===== config.mk =====
export PLATFORM = sky130hd
export DESIGN_NAME = random_unique_id_allocator_core_flat
export DESIGN_NICKNAME = d
export VERILOG_FILES = /design/src/rtl/ruia_pkg.sv /design/src/rtl/ruia_in_if.sv /design/src/rtl/ruia_out_if.sv /design/src/rtl/ruia_table.sv /design/src/rtl/random_unique_id_allocator_core.sv /design/src/flat_wrapper.sv
export SDC_FILE = /design/constraint.sdc
export NUM_CORES = 2
export LEC_CHECK = 0
export BUFFER_PORTS_ARGS = -buffer_cell sky130_fd_sc_hd__buf_2
export CORE_MARGIN = 1.5
export CORE_UTILIZATION = 55
export CTS_CLUSTER_SIZE = 20
export DETAILED_ROUTE_END_ITERATION = 10
export GPL_ROUTABILITY_DRIVEN = 0
export PLACE_DENSITY = 0.82
export REMOVE_ABC_BUFFERS = 1
export SETUP_SLACK_MARGIN = 0.02
export SYNTH_ARGS = -nofsm -noshare
export SYNTH_HDL_FRONTEND = slang
export SYNTH_SLANG_ARGS = --single-unit

===== constraint.sdc =====
create_clock -name clk_i -period 9.04 [get_ports clk_i]
set_input_delay 1.356 -clock clk_i [delete_from_list [all_inputs] [get_ports clk_i]]
set_output_delay 1.356 -clock clk_i [all_outputs]
set_load 0.01 [all_outputs]

===== src/rtl/ruia_pkg.sv =====
`default_nettype none
package ruia_pkg;

  localparam int unsigned CAPACITY_DEF = 64;
  localparam logic [31:0] RESET_SEED = 32'd1000000009;
  localparam logic [31:0] SCRAMBLE_MULT = 32'd1597334677;

  // request opcodes
  localparam logic FUNC_ALLOC   = 1'b0;
  localparam logic FUNC_RELEASE = 1'b1;

  // result status codes
  localparam logic [1:0] ST_ALLOCATED = 2'd0;
  localparam logic [1:0] ST_RELEASED  = 2'd1;
  localparam logic [1:0] ST_NOT_FOUND = 2'd2;
  localparam logic [1:0] ST_FULL      = 2'd3;

  // table port control
  typedef struct packed {
    logic rd_en;
    logic wr_en;
    logic wr_valid;
  } tbl_ctrl_t;

  // table compare result for the entry read in the previous cycle
  typedef struct packed {
    logic cmp_vld;
    logic hit;
    logic free;
  } tbl_stat_t;

  // one xorshift32 step with shifts 13, 17, 5
  function automatic logic [31:0] xorshift32(input logic [31:0] x);
    logic [31:0] a;
    logic [31:0] b;
    a = x ^ (x << 13);
    b = a ^ (a >> 17);
    return b ^ (b << 5);
  endfunction

endpackage
`default_nettype wire


===== src/rtl/ruia_in_if.sv =====
`default_nettype none
interface ruia_in_if;
  logic        valid;
  logic        ready;
  logic        func;
  logic [31:0] release_id;

  modport source (output valid, output func, output release_id, input ready);
  modport sink   (input valid, input func, input release_id, output ready);
endinterface
`default_nettype wire


===== src/rtl/ruia_out_if.sv =====
`default_nettype none
interface ruia_out_if;
  logic        valid;
  logic        ready;
  logic [31:0] given_id;
  logic [1:0]  status;

  modport source (output valid, output given_id, output status, input ready);
  modport sink   (input valid, input given_id, input status, output ready);
endinterface
`default_nettype wire


===== src/rtl/ruia_table.sv =====
`default_nettype none
module ruia_table #(
  parameter int unsigned Capacity = ruia_pkg::CAPACITY_DEF,
  parameter int unsigned IdxW     = (Capacity > 1) ? $clog2(Capacity) : 1
) (
  input  wire logic               clk_i,
  input  wire logic               rst_ni,
  input  wire ruia_pkg::tbl_ctrl_t ctrl_i,
  input  wire logic [IdxW-1:0]    rd_idx_i,
  input  wire logic [IdxW-1:0]    wr_idx_i,
  input  wire logic [31:0]        wr_id_i,
  input  wire logic [31:0]        key_i,
  output ruia_pkg::tbl_stat_t     stat_o,
  output logic [IdxW-1:0]         cmp_idx_o
);
  import ruia_pkg::*;

  // entry layout: {valid, id}
  logic [32:0]     mem_q [Capacity];
  logic [32:0]     rd_q;
  logic            cmp_vld_q;
  logic [IdxW-1:0] cmp_idx_q;

  // single write port, registered read port
  always_ff @(posedge clk_i) begin
    if (ctrl_i.wr_en) begin
      mem_q[wr_idx_i] <= {ctrl_i.wr_valid, wr_id_i};
    end
    if (ctrl_i.rd_en) begin
      rd_q      <= mem_q[rd_idx_i];
      cmp_idx_q <= rd_idx_i;
    end
  end

  // track which read data is fresh
  always_ff @(posedge clk_i or negedge rst_ni) begin
    if (!rst_ni) begin
      cmp_vld_q <= 1'b0;
    end else begin
      cmp_vld_q <= ctrl_i.rd_en;
    end
  end

  // compare the entry against the key
  always_comb begin
    stat_o.cmp_vld = cmp_vld_q;
    stat_o.hit     = cmp_vld_q && rd_q[32] && (rd_q[31:0] == key_i);
    stat_o.free    = cmp_vld_q && !rd_q[32];
  end

  assign cmp_idx_o = cmp_idx_q;

endmodule
`default_nettype wire


===== src/rtl/random_unique_id_allocator_core.sv =====
// Random unique identifier allocator.
// in_i carries one request word: func selects allocate or release, release_id
// names the identifier to give back. out_o returns one result word per
// request: given_id (zero unless allocated) and status (allocated, released,
// not found, table full). seed_we_i/seed_wdata_i reload the generator; zero
// selects the default seed. Write the seed only while the block is idle.
// Every request but an allocate against a full table walks the held table
// through one memory read port, one entry a cycle. An allocate runs each
// candidate through xorshift step, multiply, table walk and decide; a
// candidate already held forces another pass from the xorshift step.
// An allocate against a full table answers without a table walk.
// One request is in flight at a time; in_i.ready is high only when idle.
// A result waits in the output register while the receiver stalls; the
// next request is still accepted and holds at its final step until the
// output register is free.
// After reset the table is cleared, one entry a cycle, before the first
// request is accepted; seed writes are taken meanwhile.
`default_nettype none
module random_unique_id_allocator_core #(
  parameter int unsigned CAPACITY = ruia_pkg::CAPACITY_DEF
) (
  input  wire logic        clk_i,
  input  wire logic        rst_ni,
  input  wire logic        seed_we_i,
  input  wire logic [31:0] seed_wdata_i,
  ruia_in_if.sink          in_i,
  ruia_out_if.source       out_o
);
  import ruia_pkg::*;

  localparam int unsigned IdxW = (CAPACITY > 1) ? $clog2(CAPACITY) : 1;
  localparam int unsigned CntW = $clog2(CAPACITY + 1);
  localparam logic [IdxW-1:0] LastIdx = IdxW'(CAPACITY - 1);
  localparam logic [CntW-1:0] FullCnt = CntW'(CAPACITY);

  typedef enum logic [2:0] {
    S_CLEAR,
    S_IDLE,
    S_GEN,
    S_MUL,
    S_SCAN,
    S_LAST,
    S_DECIDE
  } state_e;

  state_e          state_q;
  logic [IdxW-1:0] scan_q;
  logic [CntW-1:0] count_q;
  logic            func_q;
  logic [31:0]     key_q;
  logic [31:0]     gen_q;
  logic            full_q;
  logic            hit_q;
  logic [IdxW-1:0] hit_idx_q;
  logic            free_ok_q;
  logic [IdxW-1:0] free_idx_q;
  logic            out_vld_q;
  logic [31:0]     out_id_q;
  logic [1:0]      out_st_q;

  tbl_ctrl_t       tbl_ctrl;
  tbl_stat_t       tbl_stat;
  logic [IdxW-1:0] cmp_idx;
  logic [IdxW-1:0] wr_idx;
  logic            in_fire;
  logic            out_room;
  logic            retry;
  logic            finish;

  assign in_i.ready = (state_q == S_IDLE);
  assign in_fire    = in_i.valid && in_i.ready;
  assign out_room   = !out_vld_q || out_o.ready;
  assign retry      = (state_q == S_DECIDE) && (func_q == FUNC_ALLOC) && !full_q && hit_q;
  assign finish     = (state_q == S_DECIDE) && !retry && out_room;

  // drive the table ports
  always_comb begin
    tbl_ctrl.rd_en    = (state_q == S_SCAN);
    tbl_ctrl.wr_en    = (state_q == S_CLEAR) ||
                        (finish && (func_q == FUNC_ALLOC) && !full_q) ||
                        (finish && (func_q == FUNC_RELEASE) && hit_q);
    tbl_ctrl.wr_valid = (state_q != S_CLEAR) && (func_q == FUNC_ALLOC);
    if (state_q == S_CLEAR) begin
      wr_idx = scan_q;
    end else if (func_q == FUNC_ALLOC) begin
      wr_idx = free_idx_q;
    end else begin
      wr_idx = hit_idx_q;
    end
  end

  ruia_table #(
    .Capacity (CAPACITY),
    .IdxW     (IdxW)
  ) u_table (
    .clk_i     (clk_i),
    .rst_ni    (rst_ni),
    .ctrl_i    (tbl_ctrl),
    .rd_idx_i  (scan_q),
    .wr_idx_i  (wr_idx),
    .wr_id_i   (key_q),
    .key_i     (key_q),
    .stat_o    (tbl_stat),
    .cmp_idx_o (cmp_idx)
  );

  // sequencer and result register
  always_ff @(posedge clk_i or negedge rst_ni) begin
    if (!rst_ni) begin
      state_q    <= S_CLEAR;
      scan_q     <= '0;
      count_q    <= '0;
      func_q     <= FUNC_ALLOC;
      key_q      <= '0;
      gen_q      <= RESET_SEED;
      full_q     <= 1'b0;
      hit_q      <= 1'b0;
      hit_idx_q  <= '0;
      free_ok_q  <= 1'b0;
      free_idx_q <= '0;
      out_vld_q  <= 1'b0;
      out_id_q   <= '0;
      out_st_q   <= ST_ALLOCATED;
    end else begin
      // drop the result once taken, unless a new one replaces it
      if (out_o.valid && out_o.ready && !finish) begin
        out_vld_q <= 1'b0;
      end

      // reload the generator on a seed write
      if (seed_we_i) begin
        gen_q <= (seed_wdata_i == '0) ? RESET_SEED : seed_wdata_i;
      end

      // collect hit and first free entry while walking the table
      if ((state_q == S_SCAN) || (state_q == S_LAST)) begin
        if (tbl_stat.hit) begin
          hit_q     <= 1'b1;
          hit_idx_q <= cmp_idx;
        end
        if (tbl_stat.free && !free_ok_q) begin
          free_ok_q  <= 1'b1;
          free_idx_q <= cmp_idx;
        end
      end

      unique case (state_q)
        S_CLEAR: begin
          if (scan_q == LastIdx) begin
            scan_q  <= '0;
            state_q <= S_IDLE;
          end else begin
            scan_q <= scan_q + 1'b1;
          end
        end
        S_IDLE: begin
          if (in_fire) begin
            func_q    <= in_i.func;
            key_q     <= in_i.release_id;
            full_q    <= 1'b0;
            hit_q     <= 1'b0;
            free_ok_q <= 1'b0;
            scan_q    <= '0;
            if (in_i.func == FUNC_RELEASE) begin
              state_q <= S_SCAN;
            end else if (count_q == FullCnt) begin
              full_q  <= 1'b1;
              state_q <= S_DECIDE;
            end else begin
              state_q <= S_GEN;
            end
          end
        end
        S_GEN: begin
          gen_q     <= xorshift32(gen_q);
          hit_q     <= 1'b0;
          free_ok_q <= 1'b0;
          scan_q    <= '0;
          state_q   <= S_MUL;
        end
        S_MUL: begin
          key_q   <= gen_q * SCRAMBLE_MULT;
          state_q <= S_SCAN;
        end
        S_SCAN: begin
          if (scan_q == LastIdx) begin
            state_q <= S_LAST;
          end else begin
            scan_q <= scan_q + 1'b1;
          end
        end
        S_LAST: begin
          state_q <= S_DECIDE;
        end
        S_DECIDE: begin
          if (retry) begin
            state_q <= S_GEN;
          end else if (out_room) begin
            out_vld_q <= 1'b1;
            state_q   <= S_IDLE;
            if (func_q == FUNC_RELEASE) begin
              out_id_q <= '0;
              if (hit_q) begin
                out_st_q <= ST_RELEASED;
                count_q  <= count_q - 1'b1;
              end else begin
                out_st_q <= ST_NOT_FOUND;
              end
            end else if (full_q) begin
              out_id_q <= '0;
              out_st_q <= ST_FULL;
            end else begin
              out_id_q <= key_q;
              out_st_q <= ST_ALLOCATED;
              count_q  <= count_q + 1'b1;
            end
          end
        end
        default: begin
          state_q <= S_IDLE;
        end
      endcase
    end
  end

  assign out_o.valid    = out_vld_q;
  assign out_o.given_id = out_id_q;
  assign out_o.status   = out_st_q;

endmodule
`default_nettype wire

===== src/flat_wrapper.sv =====
// flat-port wrapper written by rule: the top's interface ports become plain ports
module random_unique_id_allocator_core_flat import ruia_pkg::*;
#(
  parameter int unsigned CAPACITY = ruia_pkg::CAPACITY_DEF
)
  (clk_i, rst_ni, seed_we_i, seed_wdata_i, in_i_valid, in_i_func, in_i_release_id, in_i_ready, out_o_valid, out_o_given_id, out_o_status, out_o_ready);
  ruia_in_if in_i_i ();
  ruia_out_if out_o_i ();
  input  wire logic clk_i;
  input  wire logic rst_ni;
  input  wire logic seed_we_i;
  input  wire logic [31:0] seed_wdata_i;
  input wire logic [$bits(in_i_i.valid)-1:0] in_i_valid;
  input wire logic [$bits(in_i_i.func)-1:0] in_i_func;
  input wire logic [$bits(in_i_i.release_id)-1:0] in_i_release_id;
  output wire logic [$bits(in_i_i.ready)-1:0] in_i_ready;
  output wire logic [$bits(out_o_i.valid)-1:0] out_o_valid;
  output wire logic [$bits(out_o_i.given_id)-1:0] out_o_given_id;
  output wire logic [$bits(out_o_i.status)-1:0] out_o_status;
  input wire logic [$bits(out_o_i.ready)-1:0] out_o_ready;
  assign in_i_i.valid = in_i_valid;
  assign in_i_i.func = in_i_func;
  assign in_i_i.release_id = in_i_release_id;
  assign in_i_ready = in_i_i.ready;
  assign out_o_valid = out_o_i.valid;
  assign out_o_given_id = out_o_i.given_id;
  assign out_o_status = out_o_i.status;
  assign out_o_i.ready = out_o_ready;
  random_unique_id_allocator_core #(.CAPACITY(CAPACITY)) u_core (.clk_i(clk_i), .rst_ni(rst_ni), .seed_we_i(seed_we_i), .seed_wdata_i(seed_wdata_i), .in_i(in_i_i), .out_o(out_o_i));
endmodule

==> run_summary.xml <==
<?xml version="1.0" encoding="UTF-8"?>
<metrics>
  <group name="pwr">
    <metric name="irDropWorstVdd" unit="V">0.00133</metric>
    <metric name="p_leak" unit="nW">37.3</metric>
    <metric name="cellPowerDensity" unit="nW/µm²">368</metric>
  </group>
  <group name="cts">
    <metric name="clock-sinks" unit="">2283</metric>
    <metric name="cts_max_level" unit="">4</metric>
    <metric name="cts_hold_buffers" unit="">0</metric>
    <metric name="clk_root_buffer_cell" unit="">sky130_fd_sc_hd__clkbuf_16</metric>
    <metric name="clockBufferDepth" unit="">3</metric>
    <metric name="worst_skew_pair_latency" unit="ns">0.85</metric>
    <metric name="cts.repair.resized" unit="">0</metric>
    <metric name="cts_tree" unit="">built</metric>
    <metric name="clkSlewWorstSetupHoldPaths" unit="ns">0.07</metric>
    <metric name="cts_made_buffers" unit="">209</metric>
    <metric name="cts_setup_buffers" unit="">0</metric>
  </group>
  <group name="run_status">
    <metric name="run_status" unit="">completed</metric>
  </group>
  <group name="grt">
    <metric name="vias_in_the_first_global_route" unit="">52120</metric>
    <metric name="antenna_found_initial" unit="">25</metric>
    <metric name="grt_start_max_net_pins" unit="">130</metric>
    <metric name="grt.total_usage" unit="%">30.2</metric>
    <metric name="global_route.overflow_total" unit="">0</metric>
    <metric name="wire_length_of_the_first_global_routing_pass" unit="µm">379000</metric>
  </group>
  <group name="die">
    <metric name="die_w" unit="µm">421</metric>
    <metric name="core_area" unit="µm²">174000</metric>
    <metric name="floorplan.initialDensity" unit="%">55.4</metric>
    <metric name="die_y" unit="µm">421</metric>
    <metric name="die-area" unit="µm²">178000</metric>
    <metric name="design.portCount" unit="">106</metric>
    <metric name="core.rowCount" unit="">153</metric>
  </group>
  <group name="setup_path">
    <metric name="cpPeakStageDelay" unit="ns">0.68</metric>
    <metric name="crit_path_cell_trace" unit="">ha_1 -&gt; fa_1 -&gt; inv_1 -&gt; fa_1 -&gt; fa_1 -&gt; inv_1 -&gt; fa_1 -&gt; fa_1 -&gt; fa_1 -&gt; inv_1 -&gt; fa_1 -&gt; inv_1 -&gt; ha_1 -&gt; a21o_1 -&gt; a31o_2 -&gt; a21o_1 -&gt; or2_2 -&gt; or3_1 -&gt; a21oi_1 -&gt; xor2_1 -&gt; a21oi_1</metric>
    <metric name="cp_common_cell" unit="">sky130_fd_sc_hd__fa_1</metric>
    <metric name="endpoint_kind" unit="">flip-flop</metric>
    <metric name="worst_setup_path_end" unit="">u_core.key_q[27]</metric>
    <metric name="critical_path.n_buffers_inverters" unit="">4</metric>
    <metric name="reg2reg_setup_slack" unit="ns">2.12</metric>
    <metric name="arrival" unit="ns">7.59</metric>
    <metric name="critical_path_launch_point_type" unit="">flip-flop</metric>
    <metric name="slowest_stage" unit="">sky130_fd_sc_hd__dfrtp_1</metric>
    <metric name="timing.rr.start" unit="">u_core.gen_q[2]</metric>
    <metric name="worst_setup_path_startpoint" unit="">u_core.gen_q[2]</metric>
    <metric name="timing.reg2reg.worst_path_depth" unit="">21</metric>
    <metric name="cp_top_family" unit="">adder cells</metric>
    <metric name="crit_required" unit="ns">9.72</metric>
    <metric name="critical_path_peak_fanout" unit="">15</metric>
    <metric name="path_depth" unit="">21</metric>
    <metric name="critical_path.reg2reg.endpoint" unit="">u_core.key_q[27]</metric>
    <metric name="setup.worst_path.class" unit="">flip-flop to flip-flop</metric>
  </group>
  <group name="route">
    <metric name="dr_total_vias" unit="">50524</metric>
    <metric name="first_pass_iters" unit="">8</metric>
    <metric name="avgViaCountPerCell" unit="">6.81</metric>
    <metric name="drt-wirelength-per-cell" unit="µm">36.0</metric>
    <metric name="totalWireLength" unit="µm">267000</metric>
    <metric name="route.antenna.remaining_nets" unit="">0</metric>
    <metric name="drt_drc_violations_left" unit="">0</metric>
    <metric name="drtIter0Drc" unit="">7249</metric>
  </group>
  <group name="timing">
    <metric name="slew_viol_final" unit="">0</metric>
    <metric name="report.final.setup_viol" unit="">0</metric>
    <metric name="rsz_0062_raised_after_global_routing" unit="">no</metric>
    <metric name="timing.final.crit_share" unit="%">76.5</metric>
    <metric name="hold_slack" unit="ns">0.481</metric>
    <metric name="final-hold-violation-count" unit="">0</metric>
    <metric name="final.min_clock_period" unit="ns">6.92</metric>
    <metric name="slew_headroom" unit="%">6.28</metric>
    <metric name="clock-skew-final" unit="ns">0.0375</metric>
    <metric name="worstMarginPinSlew" unit="ns">1.41</metric>
    <metric name="fmaxAchievable" unit="GHz">0.145</metric>
    <metric name="timing.setup.tns" unit="ns">0</metric>
  </group>
  <group name="place">
    <metric name="placement.cell_area" unit="µm²">100000</metric>
    <metric name="detailedPlacementHpwl" unit="µm">144000</metric>
    <metric name="post-place-cells" unit="">7020</metric>
    <metric name="buffer_ports.inserted" unit="">105</metric>
  </group>
  <group name="finish">
    <metric name="postLayoutCellArea" unit="µm²">107000</metric>
    <metric name="design.final.nets" unit="">5337</metric>
    <metric name="area.growth.synth_to_final" unit="%">11.6</metric>
    <metric name="post_route_cells_drive_above_1_share" unit="%">27.0</metric>
    <metric name="fin_cells" unit="">7424</metric>
    <metric name="fillCellCount" unit="">11273</metric>
    <metric name="register_area" unit="µm²">68000</metric>
    <metric name="multi_input_area" unit="µm²">26700</metric>
  </group>
  <group name="synthesis">
    <metric name="post_synthesis_register_bit_count" unit="">2283</metric>
    <metric name="synth_edf_count" unit="">2151</metric>
    <metric name="post_synth_num_cell_types" unit="">54</metric>
    <metric name="synth_async_sr_flop_share" unit="%">5.78</metric>
    <metric name="synthesis.area_per_instance" unit="µm²">20.6</metric>
    <metric name="top_reg_cell_synth" unit="">sky130_fd_sc_hd__edfxtp_1</metric>
    <metric name="post_synth_inst_count" unit="">4664</metric>
    <metric name="synth_sequential_area_ratio" unit="%">70.6</metric>
    <metric name="yosysWarningCount" unit="">0</metric>
    <metric name="mappedNetlistArea" unit="µm²">96200</metric>
  </group>
  <group name="min_path">
    <metric name="worstHoldPathType" unit="">flip-flop to flip-flop</metric>
  </group>
  <group name="flow_run">
    <metric name="max_cap_viol_count" unit="">0</metric>
  </group>
</metrics>
## power breakdown
part	internal [mW]	total, mW	switching, mW	leakage, nW
Clock	4.99	9.03	4.04	3.36
Sequential	12.9	13.3	0.451	21.3
Combinational	6.59	17.2	10.6	12.7
Total	24.5	39.5	15.1	37.3
## layout by cell type (no fill, tap or decap), types with 8 or more instances in the layout
cell type                       n
sky130_fd_sc_hd__a211oi_1       8
sky130_fd_sc_hd__a21o_1        15
sky130_fd_sc_hd__a21oi_1       54
sky130_fd_sc_hd__a22o_1        33
sky130_fd_sc_hd__a31oi_1       20
sky130_fd_sc_hd__and3_1        10
sky130_fd_sc_hd__buf_2        104
sky130_fd_sc_hd__buf_4        120
sky130_fd_sc_hd__bufinv_16     22
sky130_fd_sc_hd__clkbuf_1      42
sky130_fd_sc_hd__clkbuf_16    212
sky130_fd_sc_hd__clkinv_1      47
sky130_fd_sc_hd__clkinv_2      38
sky130_fd_sc_hd__clkinvlp_4    11
sky130_fd_sc_hd__dfrtp_1       79
sky130_fd_sc_hd__dfrtp_2       33
sky130_fd_sc_hd__dfstp_2       15
sky130_fd_sc_hd__diode_2        8
sky130_fd_sc_hd__edfxtp_1    2151
sky130_fd_sc_hd__fa_1         163
sky130_fd_sc_hd__ha_1         198
sky130_fd_sc_hd__inv_1        337
sky130_fd_sc_hd__mux2_2        13
sky130_fd_sc_hd__mux2i_1       12
sky130_fd_sc_hd__mux4_2       693
sky130_fd_sc_hd__nand2_1      119
sky130_fd_sc_hd__nor2_1        79
sky130_fd_sc_hd__nor2_4        65
sky130_fd_sc_hd__nor3_1        13
sky130_fd_sc_hd__nor4_1        19
sky130_fd_sc_hd__o21a_1         9
sky130_fd_sc_hd__o21ai_0       57
sky130_fd_sc_hd__o22ai_1       12
sky130_fd_sc_hd__xnor2_1       89
sky130_fd_sc_hd__xor2_1        72
## stage by stage
step	worst slack, ns	utilization (%)	power [mW]
2_1_floorplan	-13.46	-	25.4
3_3_place_gp	2.34	57.8	29.4
3_5_place_dp	2.23	57.8	30.1
4_1_cts	2.16	61.8	39.2
5_1_grt	1.90	61.8	41.5
6_report	2.12	61.8	39.5
## layout make-up
type	instances	share of cell area, %
diodes	8	0.0186
repair buffers	231	1.45
well taps	2325	2.71
multi-input cells	1844	24.9
inverters	337	1.18
clock buffers	258	5.14
clock inverters	138	1.32
flip-flops and latches	2283	63.3
## cells in the mapped netlist (53+ instances only)
cell type | number | area [µm²]
sky130_fd_sc_hd__mux4_2 | 693 | 15600
sky130_fd_sc_hd__o21ai_0 | 57 | 285
sky130_fd_sc_hd__buf_2 | 53 | 265
sky130_fd_sc_hd__dfrtp_1 | 117 | 2930
sky130_fd_sc_hd__xnor2_1 | 89 | 780
sky130_fd_sc_hd__fa_1 | 163 | 3260
sky130_fd_sc_hd__nor2_1 | 145 | 544
sky130_fd_sc_hd__a21oi_1 | 54 | 270
sky130_fd_sc_hd__clkbuf_1 | 118 | 443
sky130_fd_sc_hd__ha_1 | 198 | 2480
sky130_fd_sc_hd__inv_1 | 337 | 1260
sky130_fd_sc_hd__edfxtp_1 | 2151 | 64600
sky130_fd_sc_hd__xor2_1 | 72 | 631
sky130_fd_sc_hd__nand2_1 | 119 | 447
## cell families (layout without fill, tap and decap cells)
| family | Yosys count | count (layout) | share of synthesized area, % |
|---|---|---|---|
| AOI/OAI and AO/OA | 258 | 258 | 1.77 |
| buffers and inverters | 537 | 964 | 2.21 |
| other | 0 | 8 | 0 |
| muxes | 718 | 718 | 16.5 |
| adders and majority gates | 361 | 361 | 5.96 |
| DFF | 2283 | 2283 | 70.6 |
| and+or+nand+nor | 346 | 346 | 1.54 |
| xor gates and xnor gates | 161 | 161 | 1.47 |
## worst min-delay path: cells and delay by family (launching register included)
family,cells,cell delay [ns]
AOI/OAI and AO/OA,1,0.06
DFF,1,0.34
and+or+nand+nor,1,0.04
## layer usage
metal | part of all wire (%) | wire length [µm] | up-vias | global-route usage (%)
met1 | 33 | 89400 | 26410 | 38.2
met2 | 50 | 133000 | 4015 | 49.3
met5 | 0.065 | 175 | - | 0
met4 | 5.8 | 15600 | 26 | 15.6
li1 | - | - | 19187 | -
met3 | 11 | 29400 | 886 | 6.96
## worst min path at each step
stage | slack [ns] | start | depth (start not counted) | end
4_1_cts | 0.48 | u_core.count_q[6] | 1 | u_core.count_q[6]
6_report | 0.48 | u_core.out_o.status[0] | 2 | u_core.out_o.status[0]
5_1_grt | 0.50 | u_core.count_q[6] | 1 | u_core.count_q[6]
3_5_place_dp | 0.46 | u_core.count_q[6] | 1 | u_core.count_q[6]
3_3_place_gp | 0.46 | u_core.count_q[6] | 1 | u_core.count_q[6]
2_1_floorplan | 0.44 | u_core.count_q[6] | 1 | u_core.count_q[6]
## sequential cells by signal (all words and copies together), names as in the netlist, 2 cells and up
register / count
u_core.state_q: 3
u_core.free_idx_q: 6
u_core.gen_q: 32
u_core.count_q: 7
u_core.scan_q: 6
u_core.u_table.cmp_idx_o: 6
u_core.key_q: 32
u_core.u_table.rd_q: 33
u_core.u_table.mem_q: 2112
u_core.out_o.status: 2
u_core.hit_idx_q: 6
u_core.out_o.given_id: 32
(Power assumes the default switching activity.)
